File: src/rtl/omw_pkg.sv
// ----------------------------------------------------------------------------
// omw_pkg: shared types, constants and sine table
// Widths, register indexes and the quarter-wave sine lookup for the mixer.
// ----------------------------------------------------------------------------
package omw_pkg;

  localparam int WHEEL_COUNT = 4;
  localparam int DUTY_W      = 7;
  localparam int MUL_W       = 18;
  localparam int NUM_W       = 29;
  localparam int DEN_W       = 14;
  localparam int QUO_W       = 16;

  localparam logic [2:0] CFG_POWER_LIMIT      = 3'd0;
  localparam logic [2:0] CFG_PROP_GAIN        = 3'd1;
  localparam logic [2:0] CFG_DERIV_GAIN       = 3'd2;
  localparam logic [2:0] CFG_CORRECTION_LIMIT = 3'd3;
  localparam logic [2:0] CFG_SMOOTHING        = 3'd4;
  localparam logic [2:0] CFG_BRAKE_THRESHOLD  = 3'd5;

  localparam logic [12:0] SINE_TAB [0:90] = '{
    13'd0, 13'd71, 13'd143, 13'd214, 13'd286, 13'd357, 13'd428, 13'd499, 13'd570, 13'd641,
    13'd711, 13'd782, 13'd852, 13'd921, 13'd991, 13'd1060, 13'd1129, 13'd1198, 13'd1266,
    13'd1334, 13'd1401, 13'd1468, 13'd1534, 13'd1600, 13'd1666, 13'd1731, 13'd1796,
    13'd1860, 13'd1923, 13'd1986, 13'd2048, 13'd2110, 13'd2171, 13'd2231, 13'd2290,
    13'd2349, 13'd2408, 13'd2465, 13'd2522, 13'd2578, 13'd2633, 13'd2687, 13'd2741,
    13'd2793, 13'd2845, 13'd2896, 13'd2946, 13'd2996, 13'd3044, 13'd3091, 13'd3138,
    13'd3183, 13'd3228, 13'd3271, 13'd3314, 13'd3355, 13'd3396, 13'd3435, 13'd3474,
    13'd3511, 13'd3547, 13'd3582, 13'd3617, 13'd3650, 13'd3681, 13'd3712, 13'd3742,
    13'd3770, 13'd3798, 13'd3824, 13'd3849, 13'd3873, 13'd3896, 13'd3917, 13'd3937,
    13'd3956, 13'd3974, 13'd3991, 13'd4006, 13'd4021, 13'd4034, 13'd4046, 13'd4056,
    13'd4065, 13'd4074, 13'd4080, 13'd4086, 13'd4090, 13'd4094, 13'd4095, 13'd4096
  };

  // sine of a in 0..359 degrees, scale 4096
  function automatic logic signed [13:0] sine_of(input logic [8:0] a);
    logic [8:0]         i;
    logic               neg;
    logic signed [13:0] m;
    if (a <= 9'd90) begin
      i = a;
      neg = 1'b0;
    end else if (a <= 9'd180) begin
      i = 9'd180 - a;
      neg = 1'b0;
    end else if (a <= 9'd270) begin
      i = a - 9'd180;
      neg = 1'b1;
    end else begin
      i = 9'd360 - a;
      neg = 1'b1;
    end
    m = {1'b0, SINE_TAB[i[6:0]]};
    return neg ? -m : m;
  endfunction

endpackage

File: src/rtl/omw_if.sv
// ----------------------------------------------------------------------------
// omw_if: stream channels of the mixer
// Input command channel and wheel duty result channel, valid/ready.
// ----------------------------------------------------------------------------
interface omw_in_if;
  logic              valid;
  logic              ready;
  logic [8:0]        direction;
  logic [6:0]        speed;
  logic signed [7:0] target_heading;
  logic signed [8:0] measured_heading;
  logic              sample_tick;
  modport source (output valid, direction, speed, target_heading, measured_heading,
                  sample_tick, input ready);
  modport sink (input valid, direction, speed, target_heading, measured_heading,
                sample_tick, output ready);
endinterface

interface omw_out_if;
  logic       valid;
  logic       ready;
  logic [6:0] wheel1_forward;
  logic [6:0] wheel1_reverse;
  logic [6:0] wheel2_forward;
  logic [6:0] wheel2_reverse;
  logic [6:0] wheel3_forward;
  logic [6:0] wheel3_reverse;
  logic [6:0] wheel4_forward;
  logic [6:0] wheel4_reverse;
  modport source (output valid, wheel1_forward, wheel1_reverse, wheel2_forward,
                  wheel2_reverse, wheel3_forward, wheel3_reverse, wheel4_forward,
                  wheel4_reverse, input ready);
  modport sink (input valid, wheel1_forward, wheel1_reverse, wheel2_forward,
                wheel2_reverse, wheel3_forward, wheel3_reverse, wheel4_forward,
                wheel4_reverse, output ready);
endinterface

File: src/rtl/omw_mul.sv
// ----------------------------------------------------------------------------
// omw_mul: shared signed multiplier
// One 18x18 signed multiply per cycle, product registered.
// ----------------------------------------------------------------------------
module omw_mul (
  input  logic                                   clk,
  input  logic signed [omw_pkg::MUL_W-1:0]       a,
  input  logic signed [omw_pkg::MUL_W-1:0]       b,
  output logic signed [2*omw_pkg::MUL_W-1:0]     p_r
);
  always_ff @(posedge clk) begin
    p_r <= a * b;
  end
endmodule

File: src/rtl/omw_div.sv
// ----------------------------------------------------------------------------
// omw_div: radix-2 restoring divider
// Quotient of QUO_W bits, one bit per cycle; caller guarantees it fits.
// ----------------------------------------------------------------------------
module omw_div (
  input  logic                          clk,
  input  logic                          rst_n,
  input  logic                          start,
  input  logic [omw_pkg::NUM_W-1:0]     num,
  input  logic [omw_pkg::DEN_W-1:0]     den,
  output logic                          done_r,
  output logic [omw_pkg::QUO_W-1:0]     quo_r
);
  localparam int CNT_W = $clog2(omw_pkg::QUO_W + 1);

  logic [omw_pkg::DEN_W:0]   rem_r, rem_nxt;
  logic [omw_pkg::QUO_W-1:0] low_r;
  logic [omw_pkg::DEN_W-1:0] den_r;
  logic [CNT_W-1:0]          cnt_r;
  logic                      busy_r;
  logic [omw_pkg::DEN_W+1:0] trial;

  always_comb begin
    trial   = {rem_r, low_r[omw_pkg::QUO_W-1]};
    rem_nxt = rem_r;
    if (trial >= {2'b00, den_r}) begin
      rem_nxt = (omw_pkg::DEN_W+1)'(trial - {2'b00, den_r});
    end else begin
      rem_nxt = trial[omw_pkg::DEN_W:0];
    end
  end

  always_ff @(posedge clk) begin
    if (!rst_n) begin
      busy_r <= 1'b0;
      done_r <= 1'b0;
      cnt_r  <= '0;
    end else begin
      // pulse after the last quotient bit
      done_r <= !start && busy_r && (cnt_r == CNT_W'(1));
      if (start) begin
        busy_r <= 1'b1;
        cnt_r  <= CNT_W'(omw_pkg::QUO_W);
        rem_r  <= (omw_pkg::DEN_W+1)'(num[omw_pkg::NUM_W-1:omw_pkg::QUO_W]);
        low_r  <= num[omw_pkg::QUO_W-1:0];
        den_r  <= den;
      end else if (busy_r) begin
        rem_r <= rem_nxt;
        low_r <= {low_r[omw_pkg::QUO_W-2:0], 1'b0};
        quo_r <= {quo_r[omw_pkg::QUO_W-2:0], trial >= {2'b00, den_r}};
        cnt_r <= cnt_r - 1'b1;
        if (cnt_r == CNT_W'(1)) begin
          busy_r <= 1'b0;
        end
      end
    end
  end
endmodule

File: src/rtl/omni_wheel_mixer_with_heading_pd_core.sv
// ----------------------------------------------------------------------------
// omni_wheel_mixer_with_heading_pd_core: four-wheel omni mixer, PD heading
// Direction/speed to four wheel powers, PD heading hold, smoothing, duties.
// ----------------------------------------------------------------------------
//  channel | dir | handshake            | payload
//  in_ch   | in  | valid/ready          | direction, speed, headings, tick
//  out_ch  | out | valid/ready          | wheelN_forward/reverse, N=1..4
//  cfg_*   | in  | cfg_we, no backpress | cfg_addr selects, cfg_wdata 12b
//
//  Each beat runs, per wheel, an angle load and the angle reduction steps,
//  then the PD steps (error, proportional, derivative, clamp), then per wheel
//  a scale multiply, a divide launch, a wait on the 16-bit serial divide
//  (no divide at zero speed) and the smoothing and duty steps, all on the
//  one multiplier; then a push and a return to idle.
//  in_ch.ready is high only in idle. A finished result waits in the output
//  register; a new beat may enter meanwhile, and its result is held in the
//  work registers until the output register frees.
//  Reset (synchronous, rst_n low) restores register defaults and clears
//  heading history and smoothing state; no clearing pass.
// ----------------------------------------------------------------------------
module omni_wheel_mixer_with_heading_pd_core (
  input  logic        clk,
  input  logic        rst_n,
  input  logic        cfg_we,
  input  logic [2:0]  cfg_addr,
  input  logic [11:0] cfg_wdata,
  omw_in_if.sink      in_ch,
  omw_out_if.source   out_ch
);
  localparam int WC = omw_pkg::WHEEL_COUNT;

  localparam logic [3:0] S_IDLE  = 4'd0;
  localparam logic [3:0] S_ALOAD = 4'd1;
  localparam logic [3:0] S_ARED  = 4'd2;
  localparam logic [3:0] S_ERR   = 4'd3;
  localparam logic [3:0] S_PDM   = 4'd4;
  localparam logic [3:0] S_PDA   = 4'd5;
  localparam logic [3:0] S_PDC   = 4'd6;
  localparam logic [3:0] S_WMUL  = 4'd7;
  localparam logic [3:0] S_WDIV  = 4'd8;
  localparam logic [3:0] S_WWAIT = 4'd9;
  localparam logic [3:0] S_WSUM  = 4'd10;
  localparam logic [3:0] S_WSM1  = 4'd11;
  localparam logic [3:0] S_WSM2  = 4'd12;
  localparam logic [3:0] S_WFIN  = 4'd13;
  localparam logic [3:0] S_PUSH  = 4'd14;

  // config registers
  logic [6:0]  plim_r, clim_r, brake_r;
  logic [11:0] kp_r, kd_r;
  logic [7:0]  smooth_r;

  logic [3:0]         state_r;
  logic [8:0]         dir_r;
  logic [6:0]         spd_r;
  logic signed [7:0]  tgt_r;
  logic signed [8:0]  meas_r;
  logic               tick_r;
  logic [1:0]         wk_r;
  logic [10:0]        ang_r;
  logic signed [13:0] sn_r [WC];
  logic [12:0]        maxabs_r;
  logic signed [9:0]  last_err_r, err_chg_r, err_r;
  logic signed [23:0] pd_r;
  logic signed [25:0] acc_r;
  logic signed [17:0] p_r;
  logic signed [15:0] sm_r [WC];
  logic               zero_r;
  logic [6:0]         duty_r [2*WC];
  logic [6:0]         out_duty_r [2*WC];
  logic               out_valid_r;

  // shared units
  logic signed [omw_pkg::MUL_W-1:0]   mul_a, mul_b;
  logic signed [2*omw_pkg::MUL_W-1:0] prod;
  logic                               div_start, div_done;
  logic [omw_pkg::NUM_W-1:0]          div_num;
  logic [omw_pkg::QUO_W-1:0]          div_quo;

  omw_mul u_mul (.clk(clk), .a(mul_a), .b(mul_b), .p_r(prod));

  omw_div u_div (.clk(clk), .rst_n(rst_n), .start(div_start), .num(div_num),
                 .den({maxabs_r, 1'b0}), .done_r(div_done), .quo_r(div_quo));

  // combinational helpers
  logic signed [13:0] sine_cur, sn_cur;
  logic [12:0]        mag_cur;
  logic signed [10:0] err_now, dlt;
  logic signed [9:0]  dsat;
  logic signed [25:0] pd_sum;
  logic signed [23:0] clim_s;
  logic [15:0]        q_sel;
  logic signed [17:0] pw, p_raw, plim_s, p_clamp;
  logic signed [26:0] sm_sum, sm_abs;
  logic signed [17:0] sm_rnd, sm_mag;
  logic [6:0]         duty;
  logic               brake_hit;

  assign sine_cur = omw_pkg::sine_of(ang_r[8:0]);
  assign sn_cur   = sn_r[wk_r];
  assign mag_cur  = sn_cur[13] ? 13'(-sn_cur) : sn_cur[12:0];
  assign err_now  = 11'(tgt_r) - 11'(meas_r);
  assign dlt      = err_now - 11'(last_err_r);
  assign dsat     = (dlt > 11'sd511) ? 10'sd511 :
                    (dlt < -11'sd512) ? -10'sd512 : dlt[9:0];
  assign pd_sum   = acc_r + prod[25:0];
  assign clim_s   = $signed({9'd0, clim_r, 8'd0});
  assign q_sel    = zero_r ? '0 : div_quo;
  assign pw       = sn_cur[13] ? -$signed({2'b00, q_sel}) : $signed({2'b00, q_sel});
  assign p_raw    = (wk_r < 2'd2) ? pw - 18'(pd_r) : pw + 18'(pd_r);
  assign plim_s   = $signed({3'd0, plim_r, 8'd0});
  assign p_clamp  = (p_raw > plim_s) ? plim_s : (p_raw < -plim_s) ? -plim_s : p_raw;
  assign sm_sum   = 27'(acc_r) + $signed(prod[26:0]);
  assign sm_abs   = sm_sum[26] ? -sm_sum : sm_sum;
  assign sm_rnd   = sm_sum[26] ? -18'((sm_abs + 27'sd128) >>> 8)
                               : 18'((sm_abs + 27'sd128) >>> 8);
  assign sm_mag   = sm_rnd[17] ? -sm_rnd : sm_rnd;
  assign brake_hit = sm_mag < $signed({3'd0, brake_r, 8'd0});
  assign duty     = 7'((sm_mag + 18'sd128) >>> 8);

  assign div_start = (state_r == S_WDIV) && (spd_r != '0) && (maxabs_r != '0);
  assign div_num   = {prod[19:0], 9'd0} + {16'd0, maxabs_r};

  always_comb begin
    mul_a = '0;
    mul_b = '0;
    case (state_r)
      S_PDM:  begin mul_a = 18'(err_r);     mul_b = $signed({6'd0, kp_r}); end
      S_PDA:  begin mul_a = 18'(err_chg_r); mul_b = $signed({6'd0, kd_r}); end
      S_WMUL: begin mul_a = $signed({5'd0, mag_cur}); mul_b = $signed({11'd0, spd_r}); end
      S_WSM1: begin mul_a = p_r; mul_b = $signed(18'd256 - {10'd0, smooth_r}); end
      S_WSM2: begin mul_a = 18'(sm_r[wk_r]); mul_b = $signed({10'd0, smooth_r}); end
      default: begin mul_a = '0; mul_b = '0; end
    endcase
  end

  assign in_ch.ready = (state_r == S_IDLE);
  assign out_ch.valid = out_valid_r;
  assign out_ch.wheel1_forward = out_duty_r[0];
  assign out_ch.wheel1_reverse = out_duty_r[1];
  assign out_ch.wheel2_forward = out_duty_r[2];
  assign out_ch.wheel2_reverse = out_duty_r[3];
  assign out_ch.wheel3_forward = out_duty_r[4];
  assign out_ch.wheel3_reverse = out_duty_r[5];
  assign out_ch.wheel4_forward = out_duty_r[6];
  assign out_ch.wheel4_reverse = out_duty_r[7];

  // config writes
  always_ff @(posedge clk) begin
    if (!rst_n) begin
      plim_r   <= 7'd100;
      kp_r     <= 12'd256;
      kd_r     <= 12'd0;
      clim_r   <= 7'd40;
      smooth_r <= 8'd0;
      brake_r  <= 7'd5;
    end else if (cfg_we) begin
      case (cfg_addr)
        omw_pkg::CFG_POWER_LIMIT:      plim_r   <= cfg_wdata[6:0];
        omw_pkg::CFG_PROP_GAIN:        kp_r     <= cfg_wdata;
        omw_pkg::CFG_DERIV_GAIN:       kd_r     <= cfg_wdata;
        omw_pkg::CFG_CORRECTION_LIMIT: clim_r   <= cfg_wdata[6:0];
        omw_pkg::CFG_SMOOTHING:        smooth_r <= cfg_wdata[7:0];
        omw_pkg::CFG_BRAKE_THRESHOLD:  brake_r  <= cfg_wdata[6:0];
        default: ;
      endcase
    end
  end

  // sequencer
  always_ff @(posedge clk) begin
    if (!rst_n) begin
      state_r     <= S_IDLE;
      out_valid_r <= 1'b0;
      last_err_r  <= '0;
      err_chg_r   <= '0;
      wk_r        <= '0;
      for (int k = 0; k < WC; k++) sm_r[k] <= '0;
    end else begin
      // push state owns the valid flag when it is reloading
      if (out_valid_r && out_ch.ready && (state_r != S_PUSH)) out_valid_r <= 1'b0;
      case (state_r)
        S_IDLE: begin
          if (in_ch.valid) begin
            dir_r    <= in_ch.direction;
            spd_r    <= (in_ch.speed > plim_r) ? plim_r : in_ch.speed;
            tgt_r    <= in_ch.target_heading;
            meas_r   <= in_ch.measured_heading;
            tick_r   <= in_ch.sample_tick;
            wk_r     <= '0;
            maxabs_r <= '0;
            state_r  <= S_ALOAD;
          end
        end
        S_ALOAD: begin
          ang_r   <= {2'b00, dir_r} + 11'd675 - 11'(wk_r) * 11'd90;
          state_r <= S_ARED;
        end
        S_ARED: begin
          if (ang_r >= 11'd360) begin
            ang_r <= ang_r - 11'd360;
          end else begin
            // wheels 1 and 2 mounted reversed
            sn_r[wk_r] <= (wk_r < 2'd2) ? -sine_cur : sine_cur;
            if ((sine_cur[13] ? 13'(-sine_cur) : sine_cur[12:0]) > maxabs_r)
              maxabs_r <= sine_cur[13] ? 13'(-sine_cur) : sine_cur[12:0];
            wk_r    <= wk_r + 1'b1;
            state_r <= (wk_r == 2'(WC - 1)) ? S_ERR : S_ALOAD;
          end
        end
        S_ERR: begin
          err_r <= err_now[9:0];
          if (tick_r) begin
            err_chg_r  <= dsat;
            last_err_r <= err_now[9:0];
          end
          state_r <= S_PDM;
        end
        S_PDM: state_r <= S_PDA;
        S_PDA: begin
          acc_r   <= prod[25:0];
          state_r <= S_PDC;
        end
        S_PDC: begin
          pd_r    <= (pd_sum > 26'(clim_s)) ? clim_s :
                     (pd_sum < -26'(clim_s)) ? -clim_s : pd_sum[23:0];
          wk_r    <= '0;
          state_r <= S_WMUL;
        end
        S_WMUL: state_r <= S_WDIV;
        S_WDIV: begin
          zero_r  <= !div_start;
          state_r <= S_WWAIT;
        end
        S_WWAIT: if (zero_r || div_done) state_r <= S_WSUM;
        S_WSUM: begin
          p_r     <= p_clamp;
          state_r <= S_WSM1;
        end
        S_WSM1: state_r <= S_WSM2;
        S_WSM2: begin
          acc_r   <= prod[25:0];
          state_r <= S_WFIN;
        end
        S_WFIN: begin
          sm_r[wk_r] <= sm_rnd[15:0];
          if (brake_hit) begin
            duty_r[{wk_r, 1'b0}] <= 7'd100;
            duty_r[{wk_r, 1'b1}] <= 7'd100;
          end else begin
            duty_r[{wk_r, 1'b0}] <= (sm_rnd > 0) ? duty : 7'd0;
            duty_r[{wk_r, 1'b1}] <= sm_rnd[17] ? duty : 7'd0;
          end
          wk_r    <= wk_r + 1'b1;
          state_r <= (wk_r == 2'(WC - 1)) ? S_PUSH : S_WMUL;
        end
        S_PUSH: begin
          if (!out_valid_r || out_ch.ready) begin
            for (int k = 0; k < 2*WC; k++) out_duty_r[k] <= duty_r[k];
            out_valid_r <= 1'b1;
            state_r     <= S_IDLE;
          end
        end
        default: state_r <= S_IDLE;
      endcase
    end
  end

  // checks
  a_start_in_div: assert property (@(posedge clk) disable iff (!rst_n)
    div_start |-> state_r == S_WDIV) else $error("divide started out of sequence");
  a_accept_load: assert property (@(posedge clk) disable iff (!rst_n)
    (in_ch.valid && in_ch.ready) |=> state_r == S_ALOAD) else $error("accept lost");
  a_push_valid: assert property (@(posedge clk) disable iff (!rst_n)
    (state_r == S_PUSH && (!out_valid_r || out_ch.ready)) |=> out_valid_r)
    else $error("result not posted");
  a_spd_clamped: assert property (@(posedge clk) disable iff (!rst_n)
    (state_r == S_WMUL) |-> spd_r <= plim_r) else $error("speed not clamped");
endmodule
File: src/flat_wrapper.sv
// flat-port wrapper written by rule: the top's interface ports become plain ports
module omni_wheel_mixer_with_heading_pd_core_flat 
  (clk, rst_n, cfg_we, cfg_addr, cfg_wdata, in_ch_valid, in_ch_direction, in_ch_speed, in_ch_target_heading, in_ch_measured_heading, in_ch_sample_tick, in_ch_ready, out_ch_valid, out_ch_wheel1_forward, out_ch_wheel1_reverse, out_ch_wheel2_forward, out_ch_wheel2_reverse, out_ch_wheel3_forward, out_ch_wheel3_reverse, out_ch_wheel4_forward, out_ch_wheel4_reverse, out_ch_ready);
  omw_in_if in_ch_i ();
  omw_out_if out_ch_i ();
  input  logic clk;
  input  logic rst_n;
  input  logic cfg_we;
  input  logic [2:0] cfg_addr;
  input  logic [11:0] cfg_wdata;
  input wire logic [$bits(in_ch_i.valid)-1:0] in_ch_valid;
  input wire logic [$bits(in_ch_i.direction)-1:0] in_ch_direction;
  input wire logic [$bits(in_ch_i.speed)-1:0] in_ch_speed;
  input wire logic [$bits(in_ch_i.target_heading)-1:0] in_ch_target_heading;
  input wire logic [$bits(in_ch_i.measured_heading)-1:0] in_ch_measured_heading;
  input wire logic [$bits(in_ch_i.sample_tick)-1:0] in_ch_sample_tick;
  output wire logic [$bits(in_ch_i.ready)-1:0] in_ch_ready;
  output wire logic [$bits(out_ch_i.valid)-1:0] out_ch_valid;
  output wire logic [$bits(out_ch_i.wheel1_forward)-1:0] out_ch_wheel1_forward;
  output wire logic [$bits(out_ch_i.wheel1_reverse)-1:0] out_ch_wheel1_reverse;
  output wire logic [$bits(out_ch_i.wheel2_forward)-1:0] out_ch_wheel2_forward;
  output wire logic [$bits(out_ch_i.wheel2_reverse)-1:0] out_ch_wheel2_reverse;
  output wire logic [$bits(out_ch_i.wheel3_forward)-1:0] out_ch_wheel3_forward;
  output wire logic [$bits(out_ch_i.wheel3_reverse)-1:0] out_ch_wheel3_reverse;
  output wire logic [$bits(out_ch_i.wheel4_forward)-1:0] out_ch_wheel4_forward;
  output wire logic [$bits(out_ch_i.wheel4_reverse)-1:0] out_ch_wheel4_reverse;
  input wire logic [$bits(out_ch_i.ready)-1:0] out_ch_ready;
  assign in_ch_i.valid = in_ch_valid;
  assign in_ch_i.direction = in_ch_direction;
  assign in_ch_i.speed = in_ch_speed;
  assign in_ch_i.target_heading = in_ch_target_heading;
  assign in_ch_i.measured_heading = in_ch_measured_heading;
  assign in_ch_i.sample_tick = in_ch_sample_tick;
  assign in_ch_ready = in_ch_i.ready;
  assign out_ch_valid = out_ch_i.valid;
  assign out_ch_wheel1_forward = out_ch_i.wheel1_forward;
  assign out_ch_wheel1_reverse = out_ch_i.wheel1_reverse;
  assign out_ch_wheel2_forward = out_ch_i.wheel2_forward;
  assign out_ch_wheel2_reverse = out_ch_i.wheel2_reverse;
  assign out_ch_wheel3_forward = out_ch_i.wheel3_forward;
  assign out_ch_wheel3_reverse = out_ch_i.wheel3_reverse;
  assign out_ch_wheel4_forward = out_ch_i.wheel4_forward;
  assign out_ch_wheel4_reverse = out_ch_i.wheel4_reverse;
  assign out_ch_i.ready = out_ch_ready;
  omni_wheel_mixer_with_heading_pd_core u_core (.clk(clk), .rst_n(rst_n), .cfg_we(cfg_we), .cfg_addr(cfg_addr), .cfg_wdata(cfg_wdata), .in_ch(in_ch_i), .out_ch(out_ch_i));
endmodule
File: config.mk
export PLATFORM = sky130hd
export DESIGN_NAME = omni_wheel_mixer_with_heading_pd_core_flat
export DESIGN_NICKNAME = d
export VERILOG_FILES = /design/src/rtl/omw_pkg.sv /design/src/rtl/omw_if.sv /design/src/rtl/omw_mul.sv /design/src/rtl/omw_div.sv /design/src/rtl/omni_wheel_mixer_with_heading_pd_core.sv /design/src/flat_wrapper.sv
export SDC_FILE = /design/constraint.sdc
export NUM_CORES = 2
export LEC_CHECK = 0
export BUFFER_PORTS_ARGS = -buffer_cell sky130_fd_sc_hd__buf_2
export CAP_MARGIN = 20
export CORE_AREA = 2 2 402 404
export CTS_CLUSTER_DIAMETER = 150
export DETAILED_ROUTE_END_ITERATION = 6
export DIE_AREA = 0 0 404 406
export SLEW_MARGIN = 30
export SYNTH_ARGS = -nofsm -noshare
export SYNTH_HDL_FRONTEND = slang
export SYNTH_SLANG_ARGS = --single-unit
File: constraint.sdc
create_clock -name clk -period 9.8 [get_ports clk]
set_clock_uncertainty 0.1 [all_clocks]
set_input_delay 1.96 -clock clk [delete_from_list [all_inputs] [get_ports clk]]
set_output_delay 1.96 -clock clk [all_outputs]
set_load 0.1 [all_outputs]
==> metrics.md <==
| Metric | Value |
|---|---|
| Outcome | `finished with violations` |
| Violations in the final reports | `design-rule violations` |
| Setup_tns | `0 ns` |
| Worst min-delay path class | `flop to flop` |
| Cell Area, Placed | `0.04293 mm2` |
| Number of flops mapped to enable cells by yosys | `423` |
| Total Power | `6.993 mW` |
| Commonest register cell after synthesis | `sky130_fd_sc_hd__edfxtp_1` |
| Number of placed I/O pins | `112` |
| Final routed wirelength across all metal layers | `112.6 mm` |
| Placed insts | `6,148` |
| Number of gates resized after CTS | `0` |
| Clock root buffer master | `sky130_fd_sc_hd__clkbuf_16` |
| Clock tree from TritonCTS | `built` |
| Worst supply voltage drop on vdd | `0.0001428 V` |
| Average vias per placed instance | `4.876` |
| Required @ worst endpoint | `10.09 ns` |
| Number of instances in the synthesized netlist | `4,013` |
| Upper clock frequency limit | `110.1 MHz` |
| Final cell count without fillers | `6,260` |
| Cell variety after synth | `113` |
| Type of destination of the critical path | `flop` |
| First-pass GRT wire length | `174.3 mm` |
| Crit share post-route | `92.64%` |
| Final-stage net count | `4,648` |
| Antenna viol nets, final | `0` |
| Antenna violations before repair | `5` |
| Clock slew at the register clock pins of the worst setup and hold paths | `0.06 ns` |
| Cell with the largest stage delay on the worst path | `sky130_fd_sc_hd__a2111oi_0` |
| Power density normalized to cell area | `155.1 mW/mm2` |
| Maximum net fanout on the critical path | `15` |
| Crit path DAT | `9.36 ns` |
| Pin count of the biggest net entering global routing | `63` |
| PortBufs | `111` |
| #FFs+latches synth | `539` |
| Count of warnings emitted by yosys | `0` |
| GR Util met2 | `22.84%` |
| Biggest cell delay along the critical path | `0.76 ns` |
| Layer carrying the most global-route usage | `met2` |
| Vias in the first global route | `29,814` |
| Gpl congestion | `0.8945` |
| Global routing usage on met3 | `2.012%` |
| Buffers and inverters on the worst path | `5` |
| Final-report setup violation count | `0` |
| Min cycle time layout | `9.079 ns` |
| Die H | `406 um` |
| Routed via count | `30,526` |
| Number of failing hold endpoints at the final stage | `0` |
| M1 GR Usage | `17.75%` |
| H-tree levels | `2` |
| Count of buffers added by post-CTS timing repair for setup | `0` |
| Worst setup path class | `flop to flop` |
| Detail Placement HPWL | `86.75 mm` |
| Fraction of registers with async set/reset | `0%` |
| Number of CTS-inserted buffers | `59` |
| Area of the core | `0.1596 mm2` |
| Area of the die | `0.1640 mm2` |
| Area growth, synth to finish | `13.79%` |
| Number of sinks driven by the clock tree | `539` |
| Synthesized area per cell | `9.877 um2` |
| Proportion of layout cells with a drive suffix above 1 | `10.90%` |
| Sequential share of the synthesized area | `37.90%` |
| Max-Slew Margin vs Limit | `31.58%` |
| Count of unresolved DRC violations after routing | `4` |
| Net count of the mapped netlist | `4,538` |
| Category of cells accounting for the largest share of critical-path delay | `compound AO/OA/AOI/OAI gates` |
| Overall fraction of global-route tracks in use | `13.42%` |
| Post-CTS Hold Buffers | `0` |
| Number of pins exceeding their max-slew limit in the final report | `0` |
| Critical Path Source Type | `flop` |
| WL/cell | `17.98 um` |
| Synth Cell Area | `0.03964 mm2` |
| Leftover overflow at the end of global routing | `0` |
| Number of antenna cells inserted | `0` |
| Site row count | `147` |
| Most used cell along the critical path | `sky130_fd_sc_hd__o21ai_0` |
| Initial cell density of the core | `24.83%` |
| Number of fill cells in the layout | `16,675` |
| Clock Path Buffers | `3` |
| Max-Cap Viols | `0` |
| RSZ-0062 raised after global routing | `false` |
| Pleak | `17.69 nW` |
| Drt initial violations | `2,743` |
| Die boundary width | `404 um` |
| Least-Margin Pin Slew | `1.024 ns` |
| Post-route design area | `0.04510 mm2` |
| Worst-Skew Late Latency | `0.65 ns` |
| Pre-Repair DR Iteration Count | `7` |
## Yosys cell counts, types with 28 or more instances
cell / instances / share of area, %
sky130_fd_sc_hd__o21ai_0: 197 / 2.5
sky130_fd_sc_hd__nand4_1: 33 / 0.52
sky130_fd_sc_hd__xnor2_1: 171 / 3.8
sky130_fd_sc_hd__mux4_2: 36 / 2.0
sky130_fd_sc_hd__fa_1: 184 / 9.3
sky130_fd_sc_hd__a211oi_1: 28 / 0.53
sky130_fd_sc_hd__ha_1: 287 / 9.1
sky130_fd_sc_hd__and2_1: 45 / 0.71
sky130_fd_sc_hd__nor3_1: 64 / 0.81
sky130_fd_sc_hd__nor2_1: 328 / 3.1
sky130_fd_sc_hd__dfxtp_1: 116 / 5.9
sky130_fd_sc_hd__inv_1: 401 / 3.8
sky130_fd_sc_hd__o21a_1: 31 / 0.59
sky130_fd_sc_hd__o211ai_1: 41 / 0.78
sky130_fd_sc_hd__a21o_1: 54 / 1.0
sky130_fd_sc_hd__edfxtp_1: 423 / 32
sky130_fd_sc_hd__nand2b_1: 37 / 0.58
sky130_fd_sc_hd__nor4_1: 28 / 0.44
sky130_fd_sc_hd__and3_1: 28 / 0.44
sky130_fd_sc_hd__a21oi_1: 234 / 3.0
sky130_fd_sc_hd__clkbuf_1: 113 / 1.1
sky130_fd_sc_hd__mux2i_1: 38 / 0.96
sky130_fd_sc_hd__nor2b_1: 45 / 0.71
sky130_fd_sc_hd__nand3_1: 63 / 0.80
sky130_fd_sc_hd__nand2_1: 460 / 4.4
sky130_fd_sc_hd__xor2_1: 82 / 1.8
## registers in the layout (all words and copies together), names as in the netlist, 18 cells and up, named ones only
| name | flops |
|---|---|
| u_core.out_duty_r | 56 |
| u_core.pd_r | 18 |
| u_core.p_r | 18 |
| u_core.sn_r | 56 |
| u_core.duty_r | 56 |
| u_core.sm_r | 64 |
| u_core.u_mul.p_r | 27 |
| u_core.acc_r | 26 |
## worst paths after layout
| check | startpoint | to | slack, ns | depth (start not counted) |
|---|---|---|---|---|
| setup / recovery | u_core.ang_r[0]$_DFFE_PP_ | u_core.maxabs_r[2]$_SDFFCE_PN0P_ | 0.72 | 39 |
| hold / removal | u_core.duty_r[3][3]$_DFFE_PP_ | u_core.out_duty_r[1][17]$_DFFE_PP_ | 0.32 | 0 |
| setup reg to reg | u_core.ang_r[0]$_DFFE_PP_ | u_core.maxabs_r[2]$_SDFFCE_PN0P_ | 0.72 | 39 |
| hold reg to reg | u_core.duty_r[3][3]$_DFFE_PP_ | u_core.out_duty_r[1][17]$_DFFE_PP_ | 0.32 | 0 |
## layout by cell type, fill, tap and decap left out, types with 31 or more instances in the layout
cell	netlist	routed
sky130_fd_sc_hd__nor2b_1	45	45
sky130_fd_sc_hd__ha_1	287	287
sky130_fd_sc_hd__edfxtp_1	423	423
sky130_fd_sc_hd__clkbuf_16	0	60
sky130_fd_sc_hd__buf_2	20	112
sky130_fd_sc_hd__o21ai_0	197	196
sky130_fd_sc_hd__o211ai_1	41	41
sky130_fd_sc_hd__buf_4	2	85
sky130_fd_sc_hd__inv_1	401	400
sky130_fd_sc_hd__nand4_1	33	33
sky130_fd_sc_hd__a21oi_1	234	233
sky130_fd_sc_hd__mux4_2	36	36
sky130_fd_sc_hd__nand2_1	460	460
sky130_fd_sc_hd__o21a_1	31	31
sky130_fd_sc_hd__mux2i_1	38	38
sky130_fd_sc_hd__and2_1	45	45
sky130_fd_sc_hd__xnor2_1	171	169
sky130_fd_sc_hd__nor2_1	328	320
sky130_fd_sc_hd__nor3_1	64	58
sky130_fd_sc_hd__a21o_1	54	54
sky130_fd_sc_hd__dfxtp_1	116	115
sky130_fd_sc_hd__nand3_1	63	63
sky130_fd_sc_hd__xor2_1	82	82
sky130_fd_sc_hd__fa_1	184	184
sky130_fd_sc_hd__nand2b_1	37	37
## per-layer routing
layer | vias up | routed length [um] | part of all wire [%]
met5 | - | 23 | 0.020
met4 | 4 | 2803 | 2.5
met2 | 975 | 53770 | 48
met3 | 137 | 6957 | 6.2
met1 | 15033 | 49030 | 44
li1 | 14377 | - | -
## cell type report
type                    count  area, um2  area share (%)
clock buffers              64       1526           3.384
clock inverters            48      619.3           1.373
inverters                 408       1533           3.398
multi-input cells        2917      22560           50.02
flip-flops and latches    539      15030           33.31
well taps                2086       2610           5.787
repair buffers            198       1226           2.719
## per-stage QoR
| stage | hold WS [ns] | utilization [%] | worst slack [ns] |
|---|---|---|---|
| finish | 0.3174 | 28.25 | 0.7211 |
| global route | 0.3249 | 28.25 | 0.01425 |
| CTS | 0.3177 | 28.23 | 0.7742 |
| detailed placement | 0.3045 | 26.89 | 0.8159 |
| global placement | 0.3017 | 26.85 | 0.9569 |
| floorplan | 0.3003 | - | 0.9465 |
## cell families after synthesis
group | share of synthesized area [%]
AND/OR/NAND/NOR | 14.37
AO/OA/AOI/OAI | 14.72
buffers and inverters | 5.414
flip-flops | 37.90
adder cells (fa/ha/maj) | 18.35
XOR/XNOR | 5.754
multiplexers | 3.488
## power by group
| part | switching (mW) | total, mW | internal (mW) |
|---|---|---|---|
| Combinational | 1.17 | 1.87 | 0.696 |
| Sequential | 0.0491 | 2.67 | 2.62 |
| Clock | 0.976 | 2.45 | 1.47 |
| Total | 2.20 | 6.99 | 4.79 |
(Power assumes the default switching activity.)
